## config.mk

```make
export PLATFORM = sky130hd
export DESIGN_NAME = polygon_area_perimeter
export DESIGN_NICKNAME = d
export VERILOG_FILES = /design/src/sv/pap_pkg.sv /design/src/sv/pap_smul.sv /design/src/sv/pap_root.sv /design/src/sv/polygon_area_perimeter.sv
export SDC_FILE = /design/constraint.sdc
export NUM_CORES = 2
export LEC_CHECK = 0
export BUFFER_PORTS_ARGS = -buffer_cell sky130_fd_sc_hd__buf_2
export CAP_MARGIN = 20
export CORE_MARGIN = 1
export CORE_UTILIZATION = 50
export CTS_BUF_LIST = sky130_fd_sc_hd__clkbuf_16
export DETAILED_ROUTE_END_ITERATION = 10
export PLACE_DENSITY = 0.66
export SYNTH_ARGS = -nofsm -noshare
export SYNTH_HDL_FRONTEND = slang
export SYNTH_SLANG_ARGS = --single-unit
```

## constraint.sdc

```tcl
create_clock -name clk -period 19.03 [get_ports clk]
set_input_delay 4.7575 -clock clk [delete_from_list [all_inputs] [get_ports clk]]
set_output_delay 4.7575 -clock clk [all_outputs]
set_load 0.03 [all_outputs]
```

## src/sv/pap_pkg.sv

```systemverilog
`default_nettype none
package pap_pkg;

    // Field widths fixed by the stream format
    localparam int COORD_BITS  = 16;
    localparam int IN_TDATA_W  = 32;
    localparam int AREA_W      = 42;
    localparam int PERIM_W     = 35;
    localparam int COUNT_OUT_W = 11;
    localparam int OUT_TDATA_W = AREA_W + PERIM_W + COUNT_OUT_W;

    // Datapath widths
    localparam int MUL_W      = COORD_BITS + 1;   // signed coordinate differences
    localparam int PROD_W     = 2 * MUL_W;
    localparam int SQ_SUM_W   = PROD_W + 1;       // dx^2 + dy^2
    localparam int ROOT_PAIRS = (SQ_SUM_W + 1) / 2;
    localparam int CROSS_W    = AREA_W + 1;

    localparam logic signed [CROSS_W-1:0] CROSS_LIMIT = CROSS_W'((64'd1 << AREA_W) - 64'd1);
    localparam logic [PERIM_W-1:0]        PERIM_LIMIT = '1;

    localparam int DEF_MAX_VERTICES = 1024;
    localparam int DEF_FRAC_BITS    = 8;

    typedef enum logic [2:0] {
        ST_IDLE,
        ST_SETUP,
        ST_LOAD,
        ST_MUL,
        ST_DIFF,
        ST_ROOT,
        ST_ACC,
        ST_EMIT
    } pap_state_t;

    typedef struct packed {
        logic load;
        logic step;
        logic last;
    } pap_mul_ctrl_t;

    typedef struct packed {
        logic load;
        logic step;
    } pap_root_ctrl_t;

endpackage
`default_nettype wire

```

## src/sv/pap_smul.sv

```systemverilog
`default_nettype none
// Bit-serial signed multiplier, multiplier bits taken LSB first.
// The sign bit of the multiplier has negative weight, so the last step subtracts.
module pap_smul #(
    parameter int W = pap_pkg::MUL_W
) (
    input  wire                       clk,
    input  wire pap_pkg::pap_mul_ctrl_t ctrl,
    input  wire logic signed [W-1:0]  a,
    input  wire logic signed [W-1:0]  b,
    output logic signed [2*W-1:0]     p
);

    logic signed [W:0]   hi_reg;
    logic signed [W:0]   hi_next;
    logic [W-1:0]        lo_reg;
    logic [W-1:0]        lo_next;
    logic signed [W-1:0] a_reg;
    logic signed [W-1:0] a_next;
    logic signed [W:0]   addend;
    logic signed [W:0]   sum;

    always_comb
    begin
        addend  = lo_reg[0] ? {a_reg[W-1], a_reg} : '0;
        sum     = ctrl.last ? (hi_reg - addend) : (hi_reg + addend);
        hi_next = hi_reg;
        lo_next = lo_reg;
        a_next  = a_reg;
        if (ctrl.load)
        begin
            hi_next = '0;
            lo_next = b;
            a_next  = a;
        end
        else if (ctrl.step)
        begin
            hi_next = {sum[W], sum[W:1]};
            lo_next = {sum[0], lo_reg[W-1:1]};
        end
    end

    always_ff @(posedge clk)
    begin
        hi_reg <= hi_next;
        lo_reg <= lo_next;
        a_reg  <= a_next;
    end

    assign p = {hi_reg[W-1:0], lo_reg};

endmodule
`default_nettype wire

```

## src/sv/pap_root.sv

```systemverilog
`default_nettype none
// Restoring square root, one result bit per cycle while ctrl.step is high.
// Gives floor(sqrt(n) * 2^FRAC_BITS) after RW steps.
module pap_root #(
    parameter int FRAC_BITS = pap_pkg::DEF_FRAC_BITS,
    parameter int RW        = pap_pkg::ROOT_PAIRS + FRAC_BITS
) (
    input  wire                               clk,
    input  wire pap_pkg::pap_root_ctrl_t      ctrl,
    input  wire logic [pap_pkg::SQ_SUM_W-1:0] n,
    output logic [RW-1:0]                     root
);

    localparam int SRW = 2 * RW;

    logic [SRW-1:0] sr_reg;
    logic [SRW-1:0] sr_next;
    logic [RW:0]    rem_reg;
    logic [RW:0]    rem_next;
    logic [RW-1:0]  root_reg;
    logic [RW-1:0]  root_next;
    logic [RW+2:0]  rem_shift;
    logic [RW+2:0]  trial;
    logic [RW+2:0]  diff;
    logic           ge;

    always_comb
    begin
        rem_shift = {rem_reg, sr_reg[SRW-1 -: 2]};
        trial     = {1'b0, root_reg, 2'b01};
        diff      = rem_shift - trial;
        ge        = (rem_shift >= trial);
        sr_next   = sr_reg;
        rem_next  = rem_reg;
        root_next = root_reg;
        if (ctrl.load)
        begin
            sr_next   = SRW'(n) << (2 * FRAC_BITS);
            rem_next  = '0;
            root_next = '0;
        end
        else if (ctrl.step)
        begin
            sr_next   = {sr_reg[SRW-3:0], 2'b00};
            rem_next  = ge ? diff[RW:0] : rem_shift[RW:0];
            root_next = {root_reg[RW-2:0], ge};
        end
    end

    always_ff @(posedge clk)
    begin
        sr_reg   <= sr_next;
        rem_reg  <= rem_next;
        root_reg <= root_next;
    end

    assign root = root_reg;

endmodule
`default_nettype wire

```

## src/sv/polygon_area_perimeter.sv

```systemverilog
// Polygon area and perimeter from a stream of vertices.
// Slave stream: one vertex per item, tdata = {y, x} (x in the low 16 bits),
// tlast marks the final vertex of a polygon. Non-final vertices give no result.
// Master stream: one item per polygon on its final vertex; tdata holds twice
// the absolute area, the perimeter with FRAC_BITS fraction bits and the vertex
// count; tuser flags a count that ran past MAX_VERTICES.
// Each edge runs through four bit-serial multipliers and then a restoring
// square root, one bit a cycle, with setup and accumulation around them.
// The final vertex also works the closing edge and then writes the output
// register.
// One vertex is in work at a time; tready is high while the block is idle.
// The result sits in an output register, so the next polygon's vertices are
// taken while it waits; only a new result stalls until the old one is taken.
// Reset clears all polygon state and drops tvalid on the master side.
`default_nettype none
module polygon_area_perimeter #(
    parameter int MAX_VERTICES = pap_pkg::DEF_MAX_VERTICES,
    parameter int FRAC_BITS    = pap_pkg::DEF_FRAC_BITS
) (
    input  wire                                  clk,
    input  wire                                  rst_n,
    input  wire                                  s_axis_tvalid,
    output logic                                 s_axis_tready,
    // vertex_x, vertex_y
    input  wire logic [pap_pkg::IN_TDATA_W-1:0]  s_axis_tdata,
    input  wire                                  s_axis_tlast,
    output logic                                 m_axis_tvalid,
    input  wire                                  m_axis_tready,
    // area_doubled, perimeter_fixed, vertex_count
    output logic [pap_pkg::OUT_TDATA_W-1:0]      m_axis_tdata,
    // count_overflow
    output logic                                 m_axis_tuser
);

    localparam int CB     = pap_pkg::COORD_BITS;
    localparam int MW     = pap_pkg::MUL_W;
    localparam int PW     = pap_pkg::PROD_W;
    localparam int RW     = pap_pkg::ROOT_PAIRS + FRAC_BITS;
    localparam int STEP_W = $clog2(RW);
    localparam int CNT_W  = $clog2(MAX_VERTICES + 1);
    localparam int CW     = pap_pkg::CROSS_W;

    pap_pkg::pap_state_t state_reg, state_next;

    logic signed [CB-1:0] cur_x_reg, cur_y_reg, cur_x_next, cur_y_next;
    logic signed [CB-1:0] first_x_reg, first_y_reg, first_x_next, first_y_next;
    logic signed [CB-1:0] prev_x_reg, prev_y_reg, prev_x_next, prev_y_next;
    logic signed [CB-1:0] ax_reg, ay_reg, bx_reg, by_reg;
    logic signed [CB-1:0] ax_next, ay_next, bx_next, by_next;
    logic                 last_reg, last_next;
    logic                 edge1_reg, edge1_next;
    logic                 edge2_reg, edge2_next;
    logic [STEP_W-1:0]    step_reg, step_next;
    logic [CNT_W-1:0]     count_reg, count_next;
    logic                 ovf_reg, ovf_next;
    logic signed [PW-1:0] cross_reg, cross_next;
    logic signed [CW-1:0] cross_sum_reg, cross_sum_next;
    logic [pap_pkg::PERIM_W-1:0] length_sum_reg, length_sum_next;

    logic                            out_valid_reg, out_valid_next;
    logic [pap_pkg::AREA_W-1:0]      out_area_reg, out_area_next;
    logic [pap_pkg::PERIM_W-1:0]     out_perim_reg, out_perim_next;
    logic [pap_pkg::COUNT_OUT_W-1:0] out_count_reg, out_count_next;
    logic                            out_ovf_reg, out_ovf_next;

    pap_pkg::pap_mul_ctrl_t  mul_ctrl;
    pap_pkg::pap_root_ctrl_t root_ctrl;

    logic                 in_take;
    logic                 out_free;
    logic                 mul_done;
    logic                 root_done;
    logic signed [MW-1:0] dx, dy, ux, uy;
    logic signed [MW-1:0] ax_w, ay_w, bx_w, by_w;
    logic signed [PW-1:0] p_ab, p_ba, p_xx, p_yy;
    logic [pap_pkg::SQ_SUM_W-1:0] sq_sum;
    logic [RW-1:0]        root;
    logic signed [CW:0]   acc_sum;
    logic [pap_pkg::PERIM_W:0] len_sum;
    logic [CW-1:0]        area_abs;
    logic [CNT_W+pap_pkg::COUNT_OUT_W-1:0] count_ext;

    // Operand preparation
    always_comb
    begin
        ax_w = {ax_reg[CB-1], ax_reg};
        ay_w = {ay_reg[CB-1], ay_reg};
        bx_w = {bx_reg[CB-1], bx_reg};
        by_w = {by_reg[CB-1], by_reg};
        dx   = bx_w - ax_w;
        dy   = by_w - ay_w;
        ux   = dx[MW-1] ? -dx : dx;
        uy   = dy[MW-1] ? -dy : dy;
    end

    pap_smul #(.W(MW)) u_mul_ab (.clk(clk), .ctrl(mul_ctrl), .a(ax_w), .b(by_w), .p(p_ab));
    pap_smul #(.W(MW)) u_mul_ba (.clk(clk), .ctrl(mul_ctrl), .a(bx_w), .b(ay_w), .p(p_ba));
    pap_smul #(.W(MW)) u_mul_xx (.clk(clk), .ctrl(mul_ctrl), .a(ux), .b(ux), .p(p_xx));
    pap_smul #(.W(MW)) u_mul_yy (.clk(clk), .ctrl(mul_ctrl), .a(uy), .b(uy), .p(p_yy));

    assign sq_sum = {1'b0, p_xx} + {1'b0, p_yy};

    pap_root #(.FRAC_BITS(FRAC_BITS), .RW(RW)) u_root (
        .clk  (clk),
        .ctrl (root_ctrl),
        .n    (sq_sum),
        .root (root)
    );

    assign in_take   = s_axis_tvalid && s_axis_tready;
    assign out_free  = !out_valid_reg || m_axis_tready;
    assign mul_done  = (step_reg == STEP_W'(MW - 1));
    assign root_done = (step_reg == STEP_W'(RW - 1));

    // Next state
    always_comb
    begin
        state_next = state_reg;
        case (state_reg)
            pap_pkg::ST_IDLE:
            begin
                if (in_take)
                    state_next = pap_pkg::ST_SETUP;
            end
            pap_pkg::ST_SETUP:
            begin
                if (edge1_reg || edge2_reg)
                    state_next = pap_pkg::ST_LOAD;
                else if (last_reg)
                    state_next = pap_pkg::ST_EMIT;
                else
                    state_next = pap_pkg::ST_IDLE;
            end
            pap_pkg::ST_LOAD: state_next = pap_pkg::ST_MUL;
            pap_pkg::ST_MUL:
            begin
                if (mul_done)
                    state_next = pap_pkg::ST_DIFF;
            end
            pap_pkg::ST_DIFF: state_next = pap_pkg::ST_ROOT;
            pap_pkg::ST_ROOT:
            begin
                if (root_done)
                    state_next = pap_pkg::ST_ACC;
            end
            pap_pkg::ST_ACC: state_next = pap_pkg::ST_SETUP;
            pap_pkg::ST_EMIT:
            begin
                if (out_free)
                    state_next = pap_pkg::ST_IDLE;
            end
            default: state_next = pap_pkg::ST_IDLE;
        endcase
    end

    // Control outputs
    always_comb
    begin
        s_axis_tready  = 1'b0;
        mul_ctrl       = '0;
        root_ctrl      = '0;
        case (state_reg)
            pap_pkg::ST_IDLE: s_axis_tready = 1'b1;
            pap_pkg::ST_LOAD: mul_ctrl.load = 1'b1;
            pap_pkg::ST_MUL:
            begin
                mul_ctrl.step = 1'b1;
                mul_ctrl.last = mul_done;
            end
            pap_pkg::ST_DIFF: root_ctrl.load = 1'b1;
            pap_pkg::ST_ROOT: root_ctrl.step = 1'b1;
            default:
            begin
                s_axis_tready = 1'b0;
            end
        endcase
    end

    // Datapath
    always_comb
    begin
        cur_x_next      = cur_x_reg;
        cur_y_next      = cur_y_reg;
        first_x_next    = first_x_reg;
        first_y_next    = first_y_reg;
        prev_x_next     = prev_x_reg;
        prev_y_next     = prev_y_reg;
        ax_next         = ax_reg;
        ay_next         = ay_reg;
        bx_next         = bx_reg;
        by_next         = by_reg;
        last_next       = last_reg;
        edge1_next      = edge1_reg;
        edge2_next      = edge2_reg;
        step_next       = step_reg;
        count_next      = count_reg;
        ovf_next        = ovf_reg;
        cross_next      = cross_reg;
        cross_sum_next  = cross_sum_reg;
        length_sum_next = length_sum_reg;
        out_valid_next  = out_valid_reg;
        out_area_next   = out_area_reg;
        out_perim_next  = out_perim_reg;
        out_count_next  = out_count_reg;
        out_ovf_next    = out_ovf_reg;

        acc_sum   = {cross_sum_reg[CW-1], cross_sum_reg} + (CW + 1)'(cross_reg);
        len_sum   = {1'b0, length_sum_reg} + (pap_pkg::PERIM_W + 1)'(root);
        area_abs  = cross_sum_reg[CW-1] ? CW'(-cross_sum_reg) : CW'(cross_sum_reg);
        count_ext = (CNT_W + pap_pkg::COUNT_OUT_W)'(count_reg);

        if (m_axis_tready)
            out_valid_next = 1'b0;

        case (state_reg)
            pap_pkg::ST_IDLE:
            begin
                if (in_take)
                begin
                    cur_x_next = s_axis_tdata[CB-1:0];
                    cur_y_next = s_axis_tdata[2*CB-1:CB];
                    last_next  = s_axis_tlast;
                    edge2_next = s_axis_tlast;
                    edge1_next = (count_reg != '0);
                    if (count_reg == '0)
                    begin
                        first_x_next = s_axis_tdata[CB-1:0];
                        first_y_next = s_axis_tdata[2*CB-1:CB];
                        count_next   = CNT_W'(1);
                    end
                    else if (count_reg < CNT_W'(MAX_VERTICES))
                        count_next = count_reg + CNT_W'(1);
                    else
                        ovf_next = 1'b1;
                end
            end
            pap_pkg::ST_SETUP:
            begin
                step_next = '0;
                if (edge1_reg)
                begin
                    ax_next    = prev_x_reg;
                    ay_next    = prev_y_reg;
                    bx_next    = cur_x_reg;
                    by_next    = cur_y_reg;
                    edge1_next = 1'b0;
                end
                else if (edge2_reg)
                begin
                    ax_next    = cur_x_reg;
                    ay_next    = cur_y_reg;
                    bx_next    = first_x_reg;
                    by_next    = first_y_reg;
                    edge2_next = 1'b0;
                end
                else if (!last_reg)
                begin
                    prev_x_next = cur_x_reg;
                    prev_y_next = cur_y_reg;
                end
            end
            pap_pkg::ST_MUL:
            begin
                step_next = mul_done ? '0 : step_reg + STEP_W'(1);
            end
            pap_pkg::ST_DIFF:
            begin
                cross_next = p_ab - p_ba;
            end
            pap_pkg::ST_ROOT:
            begin
                step_next = root_done ? '0 : step_reg + STEP_W'(1);
            end
            pap_pkg::ST_ACC:
            begin
                // saturate the shoelace sum symmetrically
                if (acc_sum > (CW + 1)'(pap_pkg::CROSS_LIMIT))
                    cross_sum_next = pap_pkg::CROSS_LIMIT;
                else if (acc_sum < -((CW + 1)'(pap_pkg::CROSS_LIMIT)))
                    cross_sum_next = -pap_pkg::CROSS_LIMIT;
                else
                    cross_sum_next = acc_sum[CW-1:0];
                if (len_sum > (pap_pkg::PERIM_W + 1)'(pap_pkg::PERIM_LIMIT))
                    length_sum_next = pap_pkg::PERIM_LIMIT;
                else
                    length_sum_next = len_sum[pap_pkg::PERIM_W-1:0];
            end
            pap_pkg::ST_EMIT:
            begin
                if (out_free)
                begin
                    out_valid_next  = 1'b1;
                    out_area_next   = area_abs[pap_pkg::AREA_W-1:0];
                    out_perim_next  = length_sum_reg;
                    out_count_next  = count_ext[pap_pkg::COUNT_OUT_W-1:0];
                    out_ovf_next    = ovf_reg;
                    // fresh polygon
                    first_x_next    = '0;
                    first_y_next    = '0;
                    prev_x_next     = '0;
                    prev_y_next     = '0;
                    cross_sum_next  = '0;
                    length_sum_next = '0;
                    count_next      = '0;
                    ovf_next        = 1'b0;
                    last_next       = 1'b0;
                end
            end
            default:
            begin
                step_next = step_reg;
            end
        endcase
    end

    always_ff @(posedge clk or negedge rst_n)
    begin
        if (!rst_n)
        begin
            state_reg      <= pap_pkg::ST_IDLE;
            first_x_reg    <= '0;
            first_y_reg    <= '0;
            prev_x_reg     <= '0;
            prev_y_reg     <= '0;
            last_reg       <= 1'b0;
            edge1_reg      <= 1'b0;
            edge2_reg      <= 1'b0;
            step_reg       <= '0;
            count_reg      <= '0;
            ovf_reg        <= 1'b0;
            cross_sum_reg  <= '0;
            length_sum_reg <= '0;
            out_valid_reg  <= 1'b0;
        end
        else
        begin
            state_reg      <= state_next;
            first_x_reg    <= first_x_next;
            first_y_reg    <= first_y_next;
            prev_x_reg     <= prev_x_next;
            prev_y_reg     <= prev_y_next;
            last_reg       <= last_next;
            edge1_reg      <= edge1_next;
            edge2_reg      <= edge2_next;
            step_reg       <= step_next;
            count_reg      <= count_next;
            ovf_reg        <= ovf_next;
            cross_sum_reg  <= cross_sum_next;
            length_sum_reg <= length_sum_next;
            out_valid_reg  <= out_valid_next;
        end
    end

    always_ff @(posedge clk)
    begin
        cur_x_reg     <= cur_x_next;
        cur_y_reg     <= cur_y_next;
        ax_reg        <= ax_next;
        ay_reg        <= ay_next;
        bx_reg        <= bx_next;
        by_reg        <= by_next;
        cross_reg     <= cross_next;
        out_area_reg  <= out_area_next;
        out_perim_reg <= out_perim_next;
        out_count_reg <= out_count_next;
        out_ovf_reg   <= out_ovf_next;
    end

    assign m_axis_tvalid = out_valid_reg;
    assign m_axis_tdata  = {out_count_reg, out_perim_reg, out_area_reg};
    assign m_axis_tuser  = out_ovf_reg;

endmodule
`default_nettype wire

```

**Word level (Yosys, flattened, before mapping)**

Cells that the tools add are included.
Widths: inputs -> output; s select.

- Register bits after elaboration: 676
- Bits of input ports: 37
- Output and inout port bits: 91
- Word-level logic and storage cells: 199

- Add/sub/neg operators: 20
- $lt $le $gt $ge: 5
- Equality and inequality tests: 20
- Muxes and demuxes: 86
- Reduce and logical (&&, ||, !) cells: 27

Operators with widths:

| cell | number |
|---|---|
| $mux 16 | 19 |
| $mux 17 | 10 |
| $mux 18 | 8 |
| $mux 43 | 3 |
| $pmux 16 s2 | 4 |
| $mux 51 | 2 |
| $pmux 43 s2 | 1 |
| $add 17x18->18 | 4 |
| $sub 17x18->18 | 4 |
| $mux 35 | 2 |
| $pmux 35 s2 | 1 |
| $add 43x34->44 | 1 |
| $gt 44x43->1 const B | 1 |
| $lt 44x43->1 const B | 1 |
| $mux 11 | 4 |
| $mux 42 | 1 |
| $neg 42->42 | 1 |
| $add 35x26->36 | 1 |
| $gt 36x35->1 const B | 1 |
| $add 34x34->35 | 1 |
| $neg 17->17 | 2 |
| $sub 16x16->17 | 2 |
| $sub 34x34->34 | 1 |
| $ge 29x28->1 | 1 |
| other kinds (31) | 82 |

**Logic depth before layout (Yosys ltp)**

- Depth in word-level cells: 5
- Gate-level depth with buffers: 21
- Mapped depth without buffers: 18

**Cells and area by module**

From an unflattened synthesis, not the netlist that was laid out.

- Cells, all modules: 4380
- Area, all modules: 42737.2 um2

Modules (own cells, without submodules):

| module | times used | cells an instance | area each (um2) | seq. area each (um2) |
|---|---|---|---|---|
| polygon_area_perimeter | 1 | 2567 | 24727.5 | 10730.3 |
| pap_smul (u_mul_ab ...) | 2 | 331 | 3236.9 | 1361.3 |
| pap_root | 1 | 519 | 5162.5 | 2132.0 |
| pap_smul (u_mul_yy) | 1 | 331 | 3245.6 | 1361.3 |
| pap_smul (u_mul_xx) | 1 | 301 | 3128.0 | 1361.3 |

**Worst setup path after synthesis**

No wires, ideal clock.

- Path kind: input port to flip-flop
- Start point: in m_axis_tready
- End point: reg count_reg[8]
- Library setup time: 0.132 ns
- Data arrival time: 8.833 ns
- Data required time: 18.898 ns
- Setup slack: 10.065 ns
- Stages on the path: 9
- Path buffers: 1
- Cells stage by stage: nand2b_1 nand2_1 inv_1 clkbuf_1 nor2_1 nor2_1 nand3_1 xor2_1 nor2_1

- Cells in the longest elaborated chain, start to end: 3

RTL lines:

| what | line | text |
|---|---|---|
| start, declared | polygon_area_perimeter.sv:28 | `input wire m_axis_tready,` |
| $logic_or 1x1->1 | polygon_area_perimeter.sv:111 | `assign out_free = !out_valid_reg \|\| m_axis_tready;` |
| $ne 2x2->1 (no line) | -- |  |
| $reduce_and 4->1 (no line) | -- |  |
| end signal, assigned | polygon_area_perimeter.sv:346 | `count_reg <= count_next;` |
| end, declared | polygon_area_perimeter.sv:54 | `logic [CNT_W-1:0] count_reg, count_next;` |

Every way passes these cells.
A chain may end at the register's enable or synchronous reset.

**Final worst setup path**

- Start point: in m_axis_tready
- End point: reg prev_x_reg[6]

- Cells in the longest elaborated chain, start to end: 3

RTL lines:

| what | line | text |
|---|---|---|
| $logic_or 1x1->1 | polygon_area_perimeter.sv:111 |  |
| $ne 2x2->1 (no line) | -- |  |
| $reduce_and 5->1 (no line) | -- |  |
| end signal, assigned | polygon_area_perimeter.sv:340 | `prev_x_reg <= prev_x_next;` |
| end, declared | polygon_area_perimeter.sv:47 | `logic signed [CB-1:0] prev_x_reg, prev_y_reg, prev_x_next, prev_y_next;` |

Every way passes these cells.

==> run metrics <==
run status finished, violations left; failing checks design-rule violations; CP arrival around 7 ns; total vias in the final route roughly 32k; CTS Buf Count 77; Synth area leader edfxtp_1; I/O pin total 128; vias in the first global route 29.52k; Final GP Congestion 0.9385; Mapped Area about 40000 µm²; CP endpoint kind flip-flop; grt ovf 0; Post-DRT Antenna Nets 0; cts hold-fix bufs 0; WL per Instance 18.00 µm; crit-path most repeated cell buf_4; Buf/Inv on CP 5; synth warn 0; area delta synth->final 10.45%; Max VDD drop about 100 µV; Placed Cells between 5k and 6k; Residual DRC 13; Synth Net Count 4633; period utilization 0.3518; clk buf depth 3; Die Wd between 200 and 300 µm; #FFs+latches synth 676; CP cell instances buf_2, nand2b_1, nand2_1, buf_4, inv_4, buf_4, a31oi_4, buf_4, o21ai_0; Slew HR 0.2055; first-pass GRT wire length 159.0 mm; Slew Viols, Final 0; die area roughly 83000 µm²; Critical path origin m_axis_tready; n_diodes 0; Layout Cells excl Fill between 5k and 6k; CTS resizes 0; average size of a mapped cell 9.520 µm²; root buffer cell clkbuf_16; Max Freq 149.4 MHz; max reg flops 43; antenna violations before repair 2; largest net degree at the start of global routing 95; die height 288.5 µm; synth unique cells 97; CTS sink cnt 676; EDFF count, synth around 390; Mapped Cells 4310; Setup crit start kind primary input; fillers 7101; share of the synthesized area in the top cell type 0.2840; max capacitance violation total 0; Synth area leaders edfxtp_1 28%, dfrtp_1 10%, ha_1 8.4%, dfxtp_1 6.0%, nand2_1 5.1%; num rows 104; Initial Util 0.5078; RSZ-0062 raised after global routing false; Top delay family on crit path buffers and inverters; Port Buf Inserts 127; Via density approximately 5.7; Worst path slowest cell buf_4; kind of critical path in -> reg; setup bufs post-CTS 0; CTS tree done; WL met3 4.534 mm; most common cell in the netlist nand2_1; highest routing layer actually used met5; Final Setup Violations 0; layout cell share with drive strength beyond 1 0.1012; Worst EP required 19.50 ns; total routed wirelength 99.29 mm; 1st-pass router iterations 9; number of DRC markers in iteration 0 2397; metal2 WL 44.17 mm; fin nets 4715; FFs w/ async S/R, synth 0.2456; worst slew pin tran 1.176 ns; GRT Total Usage 0.2378; placed wire-length estimate 72.56 mm; clock latency on the worst-skew pair 0.63 ns; Max Clock Skew roughly 0.018 ns; Main synth FF type edfxtp_1; worst stage delay on the critical path a little over 0.5 ns; fin crit period 6.696 ns; Core Util, Final 0.5608; Core Region between 80000 and 90000 µm²; min-delay src ax_reg[2]; LEAKAGE roughly 0.019 µW; CP Max Fanout 64; R2R Path Start state_reg[2]; Final Hold Fails 0; Setup TNS Final 0 ns; Reg clk slew, reported paths around 0.060 ns; Synth top cells by count 558 x nand2_1, 388 x edfxtp_1, 387 x o21ai_0; Post-Route M1 WL 48.01 mm; register area share after synthesis 0.4447; Hold Path Class reg -> reg; Power Density 201.6 nW/µm²; H-tree levels 3
[area by class of cell]
type	count	area, µm²	area share
tap	1060	1326	0.02926
clock buffer	77	1927	0.04252
timing repair buffer	162	904.6	0.01996
multi-input combinational	3275	21500	0.4745
clock inverter	66	651.9	0.01438
sequential	676	18250	0.4027
inverter	200	757.0	0.01670
[stage by stage]
step	cell area (µm²)	total power, µW	hold WS [ns]	setup WS [ns]
2_1_floorplan	41030	6345	0.4256	10.07
3_3_place_gp	42740	7538	0.4353	11.83
3_5_place_dp	42740	7601	0.4391	11.71
4_1_cts	45320	9155	0.4536	12.32
5_1_grt	45320	9853	0.4698	12.16
6_report	45320	9136	0.4580	12.33
[path summary, 6_finish.rpt]
kind | end | slack [ns] | cells after the start
max | prev_x_reg[6] | 12.33 | 9
min | u_mul_ab.a_reg[2] | 0.46 | 0
max reg2reg | u_mul_xx.hi_reg[16] | 13.66 | 19
min reg2reg | u_mul_ab.a_reg[2] | 0.46 | 0
max in group asynchronous | length_sum_reg[8] | 12.99 | 3
min in group asynchronous | first_y_reg[5] | 4.12 | 1
[layout by cell type, fill, tap and decap left out, drive strengths merged, types with 77 or more instances in the layout]
cell type,n
nand2,558
o21ai,399
edfxtp,388
a21oi,284
ha,276
nor2,274
inv,216
xnor2,203
dfrtp,166
buf,162
nand3,150
dfxtp,122
xor2,107
mux2,95
nor3,84
a21o,80
clkbuf,77
[power breakdown]
group | switching, µW | internal (µW) | total [µW]
Clock | 631 | 883 | 1510
Sequential | 421 | 2240 | 2660
Combinational | 3000 | 1960 | 4960
Total | 4060 | 5080 | 9140
[layer usage]
layer | vias up | GRT usage
li1 | 15870 | -
met1 | 14900 | 0.3423
met2 | 707 | 0.3774
met3 | 134 | 0.02630
met4 | 2 | 0.07011
met5 | - | 0
[kinds of logic after synthesis]
| logic type | after synthesis | synth area share |
|---|---|---|
| multiplexers | 110 | 0.02973 |
| AND/OR/NAND/NOR | 1379 | 0.1561 |
| buffers and inverters | 359 | 0.03315 |
| flip-flops | 676 | 0.4447 |
| AO/OA/AOI/OAI | 1185 | 0.1796 |
| XOR/XNOR | 310 | 0.06636 |
| adder cells (fa/ha/maj) | 291 | 0.09026 |
No activity file was read; power rests on OpenSTA's default activity.
